`config.mk`:
```
export PLATFORM = sky130hd
export DESIGN_NAME = i2c_bit_level_master_core
export DESIGN_NICKNAME = d
export VERILOG_FILES = /design/src/rtl/i2cbm_pkg.sv /design/src/rtl/i2cbm_step.sv /design/src/rtl/i2c_bit_level_master_core.sv
export SDC_FILE = /design/constraint.sdc
export NUM_CORES = 1
export LEC_CHECK = 0
export BUFFER_PORTS_ARGS = -buffer_cell sky130_fd_sc_hd__buf_4
export CORE_MARGIN = 2
export CORE_UTILIZATION = 29
export CTS_BUF_LIST = sky130_fd_sc_hd__clkbuf_8
export DETAILED_ROUTE_END_ITERATION = 10
export SETUP_SLACK_MARGIN = 0.02
export SLEW_MARGIN = 20
export SYNTH_ARGS = -nofsm -noshare
export SYNTH_HDL_FRONTEND = slang
export SYNTH_HIERARCHICAL = 1
export SYNTH_SLANG_ARGS = --single-unit
export TNS_END_PERCENT = 100
```
`constraint.sdc`:
```
create_clock -name clk -period 17.7 [get_ports clk]
set_input_delay 0.885 -clock clk [delete_from_list [all_inputs] [get_ports clk]]
set_output_delay 0.885 -clock clk [all_outputs]
set_load 0.01 [all_outputs]
```
`src/rtl/i2cbm_pkg.sv`:
```
// types, codes and sequence tables of the i2c bit-level master
// no dependencies
package i2cbm_pkg;

    localparam int IN_W      = 16;
    localparam int OUT_W     = 16;
    localparam int CFG_W     = 8;
    localparam int CFG_IDX_W = 1;

    localparam logic [CFG_IDX_W-1:0] REG_HOLD_TICKS  = 1'd0;
    localparam logic [CFG_IDX_W-1:0] REG_ACK_TIMEOUT = 1'd1;

    localparam logic [7:0] HOLD_TICKS_RST  = 8'd1;
    localparam logic [7:0] ACK_TIMEOUT_RST = 8'd250;
    localparam logic [3:0] BITS_PER_BYTE   = 4'd8;

    // action codes on the input stream
    localparam logic [2:0] ACT_NONE  = 3'd0;
    localparam logic [2:0] ACT_START = 3'd1;
    localparam logic [2:0] ACT_STOP  = 3'd2;
    localparam logic [2:0] ACT_WRITE = 3'd3;
    localparam logic [2:0] ACT_READ  = 3'd4;
    localparam logic [2:0] ACT_ACK   = 3'd5;

    typedef enum logic [7:0] {
        CMD_IDLE    = 8'b0000_0001,
        CMD_START   = 8'b0000_0010,
        CMD_STOP    = 8'b0000_0100,
        CMD_WRITE   = 8'b0000_1000,
        CMD_READ    = 8'b0001_0000,
        CMD_ACKHEAD = 8'b0010_0000,
        CMD_ACKPOLL = 8'b0100_0000,
        CMD_ACKTAIL = 8'b1000_0000
    } cmd_t;

    typedef enum logic [2:0] {
        OP_SCL0 = 3'd0,
        OP_SCL1 = 3'd1,
        OP_SDA0 = 3'd2,
        OP_SDA1 = 3'd3,
        OP_HOLD = 3'd4,
        OP_SAMP = 3'd5
    } op_t;

    typedef struct packed {
        cmd_t       cmd;
        logic [3:0] phase;
        logic [3:0] bitc;
        logic [7:0] shift;
        logic [7:0] hold;
        logic [7:0] poll;
        logic       scl;
        logic       sda;
        logic       fail;
        logic [7:0] rx;
    } state_t;

    typedef struct packed {
        logic [7:0] hold_ticks;
        logic [7:0] ack_timeout;
    } cfg_t;

    function automatic cmd_t act_to_cmd(input logic [2:0] action);
        cmd_t c;
        unique case (action)
            ACT_START: c = CMD_START;
            ACT_STOP:  c = CMD_STOP;
            ACT_WRITE: c = CMD_WRITE;
            ACT_READ:  c = CMD_READ;
            ACT_ACK:   c = CMD_ACKHEAD;
            default:   c = CMD_IDLE;
        endcase
        return c;
    endfunction

    function automatic logic [3:0] seq_len(input cmd_t cmd, input logic msb);
        logic [3:0] n;
        unique case (cmd)
            CMD_START:   n = 4'd8;
            CMD_STOP:    n = 4'd6;
            CMD_WRITE:   n = msb ? 4'd5 : 4'd4;
            CMD_READ:    n = 4'd5;
            CMD_ACKHEAD: n = 4'd4;
            default:     n = 4'd2;
        endcase
        return n;
    endfunction

    function automatic op_t seq_op(input cmd_t cmd, input logic msb, input logic [3:0] ph);
        op_t o;
        o = OP_SCL0;
        unique case (cmd)
            CMD_START: begin
                case (ph)
                    4'd1, 4'd4, 4'd6: o = OP_HOLD;
                    4'd2:             o = OP_SDA1;
                    4'd3:             o = OP_SCL1;
                    4'd5:             o = OP_SDA0;
                    default:          o = OP_SCL0;
                endcase
            end
            CMD_STOP: begin
                case (ph)
                    4'd0:       o = OP_SDA0;
                    4'd1:       o = OP_SCL1;
                    4'd2, 4'd4: o = OP_HOLD;
                    4'd3:       o = OP_SDA1;
                    default:    o = OP_SCL0;
                endcase
            end
            CMD_WRITE: begin
                if (msb)
                begin
                    case (ph)
                        4'd0:       o = OP_SDA1;
                        4'd1, 4'd3: o = OP_HOLD;
                        4'd2:       o = OP_SCL1;
                        default:    o = OP_SCL0;
                    endcase
                end
                else
                begin
                    case (ph)
                        4'd0:    o = OP_SDA0;
                        4'd1:    o = OP_SCL1;
                        4'd2:    o = OP_HOLD;
                        default: o = OP_SCL0;
                    endcase
                end
            end
            CMD_READ: begin
                case (ph)
                    4'd0:    o = OP_SDA1;
                    4'd1:    o = OP_SCL1;
                    4'd2:    o = OP_HOLD;
                    4'd3:    o = OP_SAMP;
                    default: o = OP_SCL0;
                endcase
            end
            CMD_ACKHEAD: begin
                case (ph)
                    4'd0, 4'd2: o = OP_HOLD;
                    4'd1:       o = OP_SCL1;
                    default:    o = OP_SAMP;
                endcase
            end
            default: begin
                o = (ph == 4'd0) ? OP_HOLD : OP_SCL0;
            end
        endcase
        return o;
    endfunction

endpackage

```
`src/rtl/i2cbm_step.sv`:
```
// next-state logic of the line sequencer for one tick
// depends on i2cbm_pkg
module i2cbm_step (
    input  i2cbm_pkg::state_t cur,
    input  i2cbm_pkg::cfg_t   cfg,
    input  logic [2:0]        action,
    input  logic [7:0]        tx_byte,
    input  logic              sda_in,
    output i2cbm_pkg::state_t nxt,
    output logic              done
);
    import i2cbm_pkg::*;

    state_t     st;
    cmd_t       new_cmd;
    op_t        op;
    logic [3:0] len_v;
    logic [7:0] hold_load;
    logic [7:0] poll_load;
    logic       stall;

    assign new_cmd   = act_to_cmd(action);
    assign hold_load = (cfg.hold_ticks == 8'd0) ? 8'd1 : cfg.hold_ticks;
    assign poll_load = (cfg.ack_timeout == 8'd0) ? 8'd1 : cfg.ack_timeout;

    always_comb
    begin
        st    = cur;
        done  = 1'b0;
        stall = 1'b0;
        op    = OP_SCL0;
        len_v = 4'd0;

        // commands are only taken while idle
        if (st.cmd == CMD_IDLE && new_cmd != CMD_IDLE)
        begin
            st.cmd   = new_cmd;
            st.phase = 4'd0;
            st.hold  = 8'd0;
            st.bitc  = 4'd0;
            if (new_cmd == CMD_WRITE)
                st.shift = tx_byte;
            else if (new_cmd == CMD_READ)
                st.shift = 8'd0;
        end

        if (st.cmd != CMD_IDLE)
        begin
            if (st.cmd == CMD_ACKPOLL)
            begin
                st.poll = st.poll - 8'd1;
                if (st.poll == 8'd0)
                begin
                    // poll budget spent: flag failure and release the bus
                    st.fail  = 1'b1;
                    st.cmd   = CMD_STOP;
                    st.phase = 4'd0;
                    st.hold  = 8'd0;
                end
                else if (!sda_in)
                begin
                    st.cmd   = CMD_ACKTAIL;
                    st.phase = 4'd0;
                    st.hold  = 8'd0;
                end
            end
            else
            begin
                len_v = seq_len(st.cmd, st.shift[7]);
                if (st.phase >= len_v)
                    st.phase = 4'd0;
                op = seq_op(st.cmd, st.shift[7], st.phase);

                case (op)
                    OP_SCL0: st.scl = 1'b0;
                    OP_SCL1: st.scl = 1'b1;
                    OP_SDA0: st.sda = 1'b0;
                    OP_SDA1: st.sda = 1'b1;
                    OP_HOLD: begin
                        if (st.hold == 8'd0)
                            st.hold = hold_load;
                        st.hold = st.hold - 8'd1;
                        if (st.hold != 8'd0)
                            stall = 1'b1;
                    end
                    default: begin
                        if (st.cmd == CMD_READ)
                            st.shift = {st.shift[6:0], sda_in};
                    end
                endcase

                if (!stall)
                begin
                    st.phase = st.phase + 4'd1;
                    if (st.phase >= len_v)
                    begin
                        st.phase = 4'd0;
                        unique case (st.cmd)
                            CMD_WRITE: begin
                                st.shift = {st.shift[6:0], 1'b0};
                                st.bitc  = st.bitc + 4'd1;
                                done     = (st.bitc >= BITS_PER_BYTE);
                            end
                            CMD_READ: begin
                                st.bitc = st.bitc + 4'd1;
                                if (st.bitc >= BITS_PER_BYTE)
                                begin
                                    st.rx = st.shift;
                                    done  = 1'b1;
                                end
                            end
                            CMD_ACKHEAD: begin
                                st.phase = 4'd0;
                                st.hold  = 8'd0;
                                if (!sda_in)
                                    st.cmd = CMD_ACKTAIL;
                                else
                                begin
                                    st.poll = poll_load;
                                    st.cmd  = CMD_ACKPOLL;
                                end
                            end
                            CMD_ACKTAIL: begin
                                st.fail = 1'b0;
                                done    = 1'b1;
                            end
                            default: done = 1'b1;
                        endcase
                    end
                end
            end

            if (done)
            begin
                st.cmd   = CMD_IDLE;
                st.phase = 4'd0;
                st.hold  = 8'd0;
            end
        end
    end

    assign nxt = st;

endmodule

```
`src/rtl/i2c_bit_level_master_core.sv`:
```
// top level of the i2c bit-level master: config registers, state, output skid buffer
// depends on i2cbm_pkg and i2cbm_step
// Each input transfer is one bus tick and yields exactly one output transfer carrying
// the SCL/SDA drive levels and status after that tick. One transfer is taken every clock
// cycle while the skid entry is empty; the result goes to the output register, or to the
// skid entry while the output is stalled. The rate is set by the combinational next-state
// logic feeding the state registers; the two-entry output buffer takes one more transfer
// while stalled. Line timing is counted in ticks: a hold lasts max(hold_ticks,1) transfers.
module i2c_bit_level_master_core (
    input  logic                                clk,
    input  logic                                rst_n,
    input  logic                                s_tvalid,
    output logic                                s_tready,
    input  logic [i2cbm_pkg::IN_W-1:0]          s_tdata,   // action[2:0], tx_byte[10:3], sda_in[11]
    output logic                                m_tvalid,
    input  logic                                m_tready,
    output logic [i2cbm_pkg::OUT_W-1:0]         m_tdata,   // scl_out[0], sda_out[1], busy_res[2],
                                                           // done_res[3], rx_byte[11:4], ack_failed[12]
    input  logic                                cfg_we,
    input  logic [i2cbm_pkg::CFG_IDX_W-1:0]     cfg_index,
    input  logic [i2cbm_pkg::CFG_W-1:0]         cfg_data
);
    import i2cbm_pkg::*;

    cfg_t             cfg_reg;
    state_t           state_reg;
    state_t           state_next;
    logic             step_done;
    logic [OUT_W-1:0] res;
    logic [OUT_W-1:0] out_data_reg;
    logic [OUT_W-1:0] skid_data_reg;
    logic             out_valid_reg;
    logic             skid_valid_reg;
    logic             in_fire;

    assign s_tready = !skid_valid_reg;
    assign in_fire  = s_tvalid && s_tready;

    i2cbm_step u_step (
        .cur     (state_reg),
        .cfg     (cfg_reg),
        .action  (s_tdata[2:0]),
        .tx_byte (s_tdata[10:3]),
        .sda_in  (s_tdata[11]),
        .nxt     (state_next),
        .done    (step_done)
    );

    assign res = {3'd0, state_next.fail, state_next.rx, step_done,
                  (state_next.cmd != CMD_IDLE), state_next.sda, state_next.scl};

    always_ff @(posedge clk or negedge rst_n)
    begin
        if (!rst_n)
        begin
            cfg_reg.hold_ticks  <= HOLD_TICKS_RST;
            cfg_reg.ack_timeout <= ACK_TIMEOUT_RST;
        end
        else if (cfg_we)
        begin
            unique case (cfg_index)
                REG_HOLD_TICKS:  cfg_reg.hold_ticks  <= cfg_data;
                REG_ACK_TIMEOUT: cfg_reg.ack_timeout <= cfg_data;
                default: ;
            endcase
        end
    end

    always_ff @(posedge clk or negedge rst_n)
    begin
        if (!rst_n)
        begin
            // idle with both lines released
            state_reg <= '{cmd: CMD_IDLE, phase: 4'd0, bitc: 4'd0, shift: 8'd0, hold: 8'd0,
                           poll: 8'd0, scl: 1'b1, sda: 1'b1, fail: 1'b0, rx: 8'd0};
        end
        else if (in_fire)
        begin
            state_reg <= state_next;
        end
    end

    // output register with one skid entry behind it
    always_ff @(posedge clk or negedge rst_n)
    begin
        if (!rst_n)
        begin
            out_valid_reg  <= 1'b0;
            skid_valid_reg <= 1'b0;
        end
        else if (!out_valid_reg || m_tready)
        begin
            if (skid_valid_reg)
            begin
                out_valid_reg  <= 1'b1;
                skid_valid_reg <= 1'b0;
            end
            else
            begin
                out_valid_reg <= in_fire;
            end
        end
        else if (in_fire)
        begin
            skid_valid_reg <= 1'b1;
        end
    end

    always_ff @(posedge clk)
    begin
        if (!out_valid_reg || m_tready)
        begin
            if (skid_valid_reg)
                out_data_reg <= skid_data_reg;
            else if (in_fire)
                out_data_reg <= res;
        end
        else if (in_fire)
        begin
            skid_data_reg <= res;
        end
    end

    assign m_tvalid = out_valid_reg;
    assign m_tdata  = out_data_reg;

endmodule

```
# Yosys cells after proc, flatten, opt, wreduce, memory -nomap -nowiden
# Index checks and enable logic that the tools add are counted.
dict set report classes {
  addsub 4
  mul 0
  div 0
  order_cmp 3
  n_eq_ne 29
  n_shift 0
  n_mux 76
  n_bitwise 2
  n_reduce_logical 28
}
# operator count
set op_table {}
lappend op_table {{$mux 8} 20}
lappend op_table {{$mux 40} 2}
lappend op_table {{$mux 12} 6}
lappend op_table {{$mux 51} 1}
lappend op_table {{$pmux 3 s4} 3}
lappend op_table {{$logic_not 8->1} 4}
lappend op_table {{$mux 16} 2}
lappend op_table {{$mux 32} 1}
lappend op_table {{$pmux 6 s5} 1}
lappend op_table {{$mux 13} 2}
lappend op_table {{$mux 4} 6}
lappend op_table {{$pmux 4 s5} 1}
lappend op_table {{$mux 9} 2}
lappend op_table {{$pmux 3 s3} 2}
lappend op_table {{$mux 1} 17}
lappend op_table {{$ne 8x1->1 const B} 2}
lappend op_table {{$sub 8x1->8 const B} 2}
lappend op_table {{$pmux 3 s5} 1}
lappend op_table {{$eq 3x2->1 const B} 4}
lappend op_table {{$eq 4x3->1 const B} 3}
lappend op_table {{$mux 3} 4}
lappend op_table {{$reduce_bool 2->1} 5}
lappend op_table {{$eq 3x3->1 const B} 3}
lappend op_table {{$add 4x1->4 const B} 2}
lappend op_table {{33 further kinds} 46}
dict set report totals {
  register_bits 95
  latchBits 0
  ram_bits 0
  romBits 0
  in_bits 30
  output_inout_bits 18
  word_cells 158
  memories 0
}

# Longest topological paths before layout
# Gate-level depths: netlist (run 1).
dict set report logic_depth {
  word_depth 39
  ltp_mapped 27
  ltp_nobuf 23
}

# Modules after synthesis
# Netlist (run 1), hierarchy kept.
# mod instances cells_per_inst area_per_inst_um2 seq_area_each_um2
set modules_own_cells {}
lappend modules_own_cells {i2c_bit_level_master_core 1 202 3849.9 2519.9}
lappend modules_own_cells {i2cbm_step 1 444 2960.3 0.0}

# Worst setup path before layout (run 1)
# No wires, ideal clock.
dict set report synth_timing {
  path_type {input -> register}
  startpoint {input port s_tdata[1] (netlist bit)}
  endpoint {register out_data_reg[2] (netlist: m_tdata[2]), data pin}
  setup_time_ns 0.272
  arrival_ns 6.210
  required_ns 17.428
  setup_slack_ns 11.218
  path_stages 24
  n_path_buf 2
  path_cell_list {clkbuf_1 > and3_1 > a2111oi_4 > nand3_2 > o21ai_0 > ha_1 > nand2b_1 > a2111oi_0 > or2_0 > and2_1 > inv_1 > ha_1 > or2_2 > o21a_1 > o2111a_1 > a311o_1 > nor4_2 > o211a_2 > buf_6 > o21ai_1 > nand2b_1 > a211oi_1 > nor4_1 > a31oi_1}
}
# item line_no
set synth_lines {}
lappend synth_lines {{start: declaration} i2c_bit_level_master_core.sv:14} ;# input logic [i2cbm_pkg::IN_W-1:0] s_tdata,
lappend synth_lines {{end signal: assignment} i2c_bit_level_master_core.sv:114} ;# out_data_reg <= skid_data_reg;
lappend synth_lines {{end signal: assignment} i2c_bit_level_master_core.sv:116} ;# out_data_reg <= res;
lappend synth_lines {{end: declaration} i2c_bit_level_master_core.sv:30} ;# logic [OUT_W-1:0] out_data_reg;

==> results of run 1 <==
## through the flow
| stage | util | setup slack (ns) | power [mW] |
|---|---|---|---|
| after floorplan | - | 11.22 | 1.15 |
| after global placement | 0.312 | 9.95 | 1.35 |
| after global routing | 0.320 | 9.37 | 1.63 |
| final | 0.320 | 9.86 | 1.51 |
| after CTS | 0.320 | 9.97 | 1.51 |
| after detailed placement | 0.312 | 9.85 | 1.36 |
## cells in the mapped netlist, types with 7 or more instances
cell,count
nor2_1,67
dfrtp_1,59
mux2_4,49
nand2_1,35
a21oi_1,33
mux2_2,32
edfxtp_1,26
inv_1,23
ha_1,18
o21ai_0,16
nand3_1,15
nor3_1,13
clkbuf_1,11
dfstp_2,10
mux2i_1,10
o22ai_1,10
a31oi_1,9
and2_1,9
nor2b_1,9
nor4_1,8
o21a_1,8
a22oi_1,7
o21ai_1,7
## worst reg2reg max path, delay by kind of cell, from the launching register on
kind	cells	cell delay [ns]
AND/OR/NAND/NOR	9	3.09
buffers and inverters	1	0.11
adder cells (fa/ha/maj)	2	0.54
AO/OA/AOI/OAI	10	3.30
flip-flops	1	0.53
## final cells by class
type,count,area [µm²]
fill,2443,15800
clock buffer,9,124
inverter,23,86.3
tap,319,399
clock inverter,7,48.8
sequential,95,2520
multi-input combinational,498,3940
timing repair buffer,43,323
## report_power, final
group / switching, mW / internal (mW)
Combinational: 0.588 / 0.420
Sequential: 0.0692 / 0.295
Clock: 0.0837 / 0.0519
## cells in the final DEF (no fill, tap or decap), types with 5 or more instances in the layout
| master | netlist | routed |
|---|---|---|
| dfstp_2 | 10 | 10 |
| xnor2_1 | 5 | 5 |
| a31oi_1 | 9 | 9 |
| nor4_1 | 8 | 8 |
| mux2_4 | 49 | 49 |
| nand3_1 | 15 | 15 |
| mux2_1 | 6 | 6 |
| inv_1 | 23 | 24 |
| or4_1 | 5 | 5 |
| a211oi_1 | 6 | 6 |
| mux2i_1 | 10 | 10 |
| or3_1 | 6 | 6 |
| nand2_1 | 35 | 35 |
| xor2_1 | 5 | 5 |
| buf_4 | 3 | 43 |
| o21a_1 | 8 | 8 |
| o21ai_0 | 16 | 16 |
| edfxtp_1 | 26 | 26 |
| dfrtp_1 | 59 | 59 |
| o211ai_1 | 6 | 6 |
| and2_1 | 9 | 9 |
| ha_1 | 18 | 18 |
| a22oi_1 | 7 | 7 |
| o21ai_1 | 7 | 7 |
| a21oi_1 | 33 | 33 |
| clkbuf_8 | 0 | 9 |
| nor2_1 | 67 | 67 |
| nor3_1 | 13 | 13 |
| mux2_2 | 32 | 32 |
| a21o_1 | 5 | 5 |
| o22ai_1 | 10 | 10 |
| nor2b_1 | 9 | 7 |
| nand2b_1 | 6 | 6 |
## cells by family (layout without fill, tap and decap cells)
family	count (synthesis)	after routing
other cells	1	3
xor+xnor	10	10
buf+inv	55	82
compound gates	151	151
simple gates	219	219
flops	95	95
mux	97	97
fa+ha+maj	18	18
## metal layers
layer	vias to the layer above	global-route usage	routed length [µm]
met1	2492	0.183	7710
met4	0	0.0299	161
met5	-	0	0
met2	116	0.205	7300
li1	2467	-	-
met3	13	0.0328	744
## worst paths after layout
path / startpoint / end / slack [ns] / cells past startpoint
worst max-delay path: state_reg[44]$_DFFE_PN0P_ / m_tdata[2]$_DFFE_PP_ / 9.86 / 22
worst min-delay path: state_reg[4]$_DFFE_PN0P_ / state_reg[4]$_DFFE_PN0P_ / 0.52 / 1
worst max register to register: state_reg[44]$_DFFE_PN0P_ / m_tdata[2]$_DFFE_PP_ / 9.86 / 22
worst min register to register: state_reg[4]$_DFFE_PN0P_ / state_reg[4]$_DFFE_PN0P_ / 0.52 / 1
max in group asynchronous: rst_n / state_reg[5]$_DFFE_PN0P_ / 16.49 / 1
min in group asynchronous: rst_n / cfg_reg[0]$_DFFE_PN0P_ / 0.63 / 1
==> flow_metrics.env, run 1 <==
export IMPL_antenna_found_initial=0
export IMPL_ant_nets=0
export IMPL_fmax_mhz=128
export IMPL_ys_seq_elements=95
export IMPL_insertion_delay_ns=0.39
export IMPL_start_kind="flip-flop"
export IMPL_synth_compound_area_share=0.159
export IMPL_slew_limit_headroom=0.356
export IMPL_yosysTopAreaCell="dfrtp_1"
export IMPL_max_stage_delay_ns=0.69
export IMPL_criticalPathCategory="flip-flop to flip-flop"
export IMPL_drc_errors=0
export IMPL_cp_max_fo=15
export IMPL_ys_seq_area_frac=0.370
export IMPL_final_cells=994
export IMPL_syn_avg_cell_area_um2=10.5
export IMPL_endpoint_kind="flip-flop"
export IMPL_synth_ff_type="dfrtp_1"
export IMPL_max_cap_viol_count=0
export IMPL_die_x_um=157
export IMPL_rsz0062_at_grt="false"
export IMPL_die_area_mm2=0.0247
export IMPL_largest_reg_flops=51
export IMPL_cts_root_buffer="clkbuf_8"
export IMPL_clkTransAtPathRegs_ns=0.10
export IMPL_period_share=0.443
export IMPL_p_leak_nw=3.08
export IMPL_final_nets=718
export IMPL_cp_top_family="compound AO/OA/AOI/OAI gates"
export IMPL_crit_required_ns=17.82
export IMPL_synth_edf_count=26
export IMPL_synthAdderAreaFrac=0.0331
export IMPL_grt_pass1_wl_mm=26.0
export IMPL_io_buffers=40
export IMPL_n_antenna_cell=0
export IMPL_placementRows=56
export IMPL_cts_hold_buf=0
export IMPL_wl_per_cell_um=16.0
export IMPL_synthCells=646
export IMPL_numCtsBuffers=9
export IMPL_gp_congestion=0.924
export IMPL_start_util=0.293
export IMPL_layout_drive_gt1_share=0.273
export IMPL_final_area_mm2=0.00744
export IMPL_power_density_mw_per_mm2=203
export IMPL_drtIter0Drc=383
export IMPL_hpwl_mm=11.3
export IMPL_slowest_stage="or4_1"
export IMPL_first_pass_iters=7
export IMPL_finalSetupViolCount=0
export IMPL_synth_xor_area_share=0.0129
export IMPL_coreArea_mm2=0.0233
export IMPL_area_growth_syn_to_layout_pct=9.31
export IMPL_cts_setup_buffers=0
export IMPL_holdWs_ns=0.522
export IMPL_grt_usage=0.131
export IMPL_outcome="completed"
export IMPL_grt_max_degree=70
export IMPL_path_cells="or4_1 > a2111oi_4 > nand3_2 > o21ai_0 > ha_1 > nand2b_1 > a2111oi_0 > or2_0 > and2_1 > inv_1 > ha_1 > or2_2 > o21a_1 > o2111a_1 > a311o_1 > nor4_2 > o211a_2 > o21ai_1 > nand2b_1 > a211oi_1 > nor4_1 > a31oi_1"
export IMPL_holdCritPathClass="flip-flop to flip-flop"
export IMPL_finClkSkew_ns=0.0152
export IMPL_yosys_warnings=6
export IMPL_ios=48
export IMPL_period_needed_ns=7.84
export IMPL_worstMarginPinSlew_ns=0.966
export IMPL_synthTopCellsByArea="dfrtp_1, edfxtp_1, mux2_4"
export IMPL_cts_sinks=95
export IMPL_routed_via_density=5.12
export IMPL_cp_buffers_inverters=1
export IMPL_async_flop_share=0.726
export IMPL_die_h_um=157
export IMPL_hold_violations=0
export IMPL_arrival_ns=7.96
export IMPL_routed_via_count=5088
export IMPL_yosysUniqueCellTypes=94
export IMPL_synth_top_area_share=0.217
export IMPL_cts_tree="built"
export IMPL_yosys_area_share_simple=0.186
export IMPL_vdd_ir_drop_max_v=0.000122
export IMPL_placed_cell_area_mm2=0.00727
export IMPL_cts_buffer_depth=2
export IMPL_globalRouteOverflowTotal=0
export IMPL_dp_cells=978
export IMPL_tns_ns=0
export IMPL_cts_resized=0
export IMPL_synth_mux_area_frac=0.186
export IMPL_ctsHtreeMaxLevel=3
export IMPL_grt_pass1_vias=4917
export IMPL_drt_total_wl_mm=15.9
export IMPL_syn_area_mm2=0.00681
export IMPL_synth_top_family_by_area="simple AND/OR/NAND/NOR gates"
export IMPL_finalMaxSlewViolations=0
Power figures use the tool's default switching activity.
==> inputs of run 2 (changes only) <==
- ABC_AREA: unset -> 1
- clock period: 17.7 -> 6.3 ns (I/O delays scaled with it)
==> flow_metrics.env, run 2 <==
export IMPL_n_antenna_cell=0
export IMPL_routed_via_density=4.58
export IMPL_max_stage_delay_ns=0.54
export IMPL_synthTopCellsByArea="nand2_1, dfrtp_1, edfxtp_1"
export IMPL_start_kind="flip-flop"
export IMPL_yosys_warnings=6
export IMPL_hold_violations=0
export IMPL_grt_max_degree=71
export IMPL_arrival_ns=5.81
export IMPL_period_share=0.896
export IMPL_endpoint_kind="flip-flop"
export IMPL_cp_max_fo=11
export IMPL_largest_reg_flops=51
export IMPL_final_area_mm2=0.00805
export IMPL_outcome="completed"
export IMPL_die_h_um=163
export IMPL_nFillCells=2789
export IMPL_yosysUniqueCellTypes=46
export IMPL_yosysTopAreaCell="nand2_1"
export IMPL_synth_commonest_cells="nand2_1, inv_1, nand3_1"
export IMPL_antenna_found_initial=0
export IMPL_grt_pass1_wl_mm=30.6
export IMPL_max_cap_viol_count=0
export IMPL_grt_usage=0.142
export IMPL_multiInputGateArea_mm2=0.00400
export IMPL_grt_pass1_vias=6196
export IMPL_slew_limit_headroom=0.330
export IMPL_clkTransAtPathRegs_ns=0.11
export IMPL_cts_root_buffer="clkbuf_8"
export IMPL_period_needed_ns=5.65
export IMPL_seq_area_mm2=0.00252
export IMPL_yosysMostFrequentCell="nand2_1"
export IMPL_drtIter0Drc=520
export IMPL_finClkSkew_ns=0.0136
export IMPL_cts_buffer_depth=2
export IMPL_ys_seq_area_frac=0.345
export IMPL_drc_errors=0
export IMPL_ctsHtreeMaxLevel=3
export IMPL_syn_area_mm2=0.00730
export IMPL_cp_top_family="simple AND/OR/NAND/NOR gates"
export IMPL_cts_tree="built"
export IMPL_final_cells=1448
export IMPL_layout_drive_gt1_share=0.134
export IMPL_async_flop_share=0.726
export IMPL_synth_top_area_share=0.215
export IMPL_die_area_mm2=0.0265
export IMPL_ys_seq_elements=95
export IMPL_criticalPathCategory="flip-flop to flip-flop"
export IMPL_fmax_mhz=177
export IMPL_rsz0062_at_grt="false"
export IMPL_ios=48
export IMPL_start_util=0.293
export IMPL_cpMostUsedCell="nand2_1"
export IMPL_crit_required_ns=6.46
export IMPL_area_growth_syn_to_layout_pct=10.2
export IMPL_coreArea_mm2=0.0250
export IMPL_die_x_um=163
export IMPL_syn_avg_cell_area_um2=6.71
export IMPL_numCtsBuffers=9
export IMPL_layout_commonest_cell="nand2_1"
export IMPL_drt_total_wl_mm=17.9
export IMPL_ant_nets=0
export IMPL_worstMarginPinSlew_ns=1.00
export IMPL_insertion_delay_ns=0.39
export IMPL_globalRouteOverflowTotal=0
export IMPL_tns_ns=0
export IMPL_synth_ff_type="dfrtp_1"
export IMPL_slowest_stage="dfstp_2"
export IMPL_layout_common_cells="nand2_1, inv_1, nand3_1"
export IMPL_synthCells=1088
export IMPL_cp_buffers_inverters=6
export IMPL_io_buffers=40
export IMPL_wl_per_cell_um=12.3
export IMPL_first_pass_iters=5
export IMPL_cts_sinks=95
export IMPL_final_nets=1161
export IMPL_holdCritPathClass="input port to async pin"
export IMPL_gp_congestion=0.858
export IMPL_finalSetupViolCount=0
export IMPL_cts_hold_buf=0
export IMPL_finalMaxSlewViolations=0
export IMPL_routed_via_count=6638
export IMPL_synth_edf_count=26
export IMPL_placementRows=58
export IMPL_placed_cell_area_mm2=0.00781
export IMPL_hpwl_mm=13.0
export IMPL_dp_cells=1430
==> run 2: changes by cell type after synthesis, moves of 10 or more <==
| cell | before | now |
|---|---|---|
| nand2_1 | 35 | 419 |
| inv_1 | 23 | 135 |
| nand3_1 | 15 | 98 |
| o21ai_0 | 16 | 80 |
| mux2_4 | 49 | 0 |
| mux2_2 | 32 | 0 |
| o21ai_2 | 1 | 21 |
| a21oi_1 | 33 | 14 |
| mux2i_1 | 10 | 0 |
| nand2_2 | 0 | 10 |
==> run 2: worst reg2reg max path: cells and delay by family, from the launching register on <==
family                     cells  cell delay, ns
and+or+nand+nor               32            3.59
buffers and inverters          6            0.61
DFF                            1            0.54
AOI/OAI and AO/OA              1            0.21
adders and majority gates      2            0.47
==> run 2: routing by layer <==
layer  vias up  global-route usage  wire (µm)
met5         -                   0          0
met4         0              0.0354        267
met3        21              0.0222        724
met2       122               0.239       8240
met1      2991               0.191       8630
li1       3504                   -          -
==> run 2: path summary, 6_finish.rpt <==
| check | to | depth (start not counted) | slack (ns) | startpoint |
|---|---|---|---|---|
| hold / removal | state_reg[34]$_DFFE_PN0P_ | 1 | 0.08 | rst_n |
| setup reg to reg | m_tdata[2]$_DFFE_PP_ | 41 | 0.65 | state_reg[43]$_DFFE_PN1P_ |
| min in group clk | cfg_reg[6]$_DFFE_PN1P_ | 3 | 0.19 | cfg_data[6] |
| max in group asynchronous | state_reg[6]$_DFFE_PN0P_ | 1 | 5.64 | rst_n |
| setup / recovery | m_tdata[2]$_DFFE_PP_ | 41 | 0.65 | state_reg[43]$_DFFE_PN1P_ |
| hold reg to reg | state_reg[43]$_DFFE_PN1P_ | 2 | 0.47 | state_reg[43]$_DFFE_PN1P_ |
==> run 2: area by class of cell <==
cell class | instances | area share
multi-input combinational | 812 | 0.496
sequential | 95 | 0.313
inverter | 142 | 0.0673
tap | 330 | 0.0513
timing repair buffer | 53 | 0.0499
clock buffer | 9 | 0.0154
clock inverter | 7 | 0.00699
==> run 2: logic make-up (layout without fill, tap and decap cells) <==
kind of cell             after synthesis  count (layout)  share of synthesized area
AO/OA/AOI/OAI                        139             139                      0.112
XOR/XNOR                              11              11                     0.0132
adder cells (fa/ha/maj)               18              18                     0.0308
buffers and inverters                184             211                      0.115
flip-flops                            95              95                      0.345
other                                  1               3                   0.000513
AND/OR/NAND/NOR                      640             641                      0.383
==> run 2: stage by stage <==
stage	hold slack (ns)	utilization	setup WS, ns
after floorplan	0.0194	-	0.657
after global placement	0.452	0.313	0.434
after detailed placement	0.459	0.313	0.358
after CTS	0.0977	0.320	0.326
after global routing	0.145	0.323	0.0935
final	0.0765	0.323	0.654
==> run 2: repair_timing <==
action,4_1_cts,5_1_grt
resized for setup,0,9
buffers inserted,0,1
hold endpoints to repair,0,0
setup endpoints to repair,0,7
Power of run 2 is left out: the tool's default activity adds up to more than one toggle a clock period on the data nets, which glitch-free logic cannot reach.
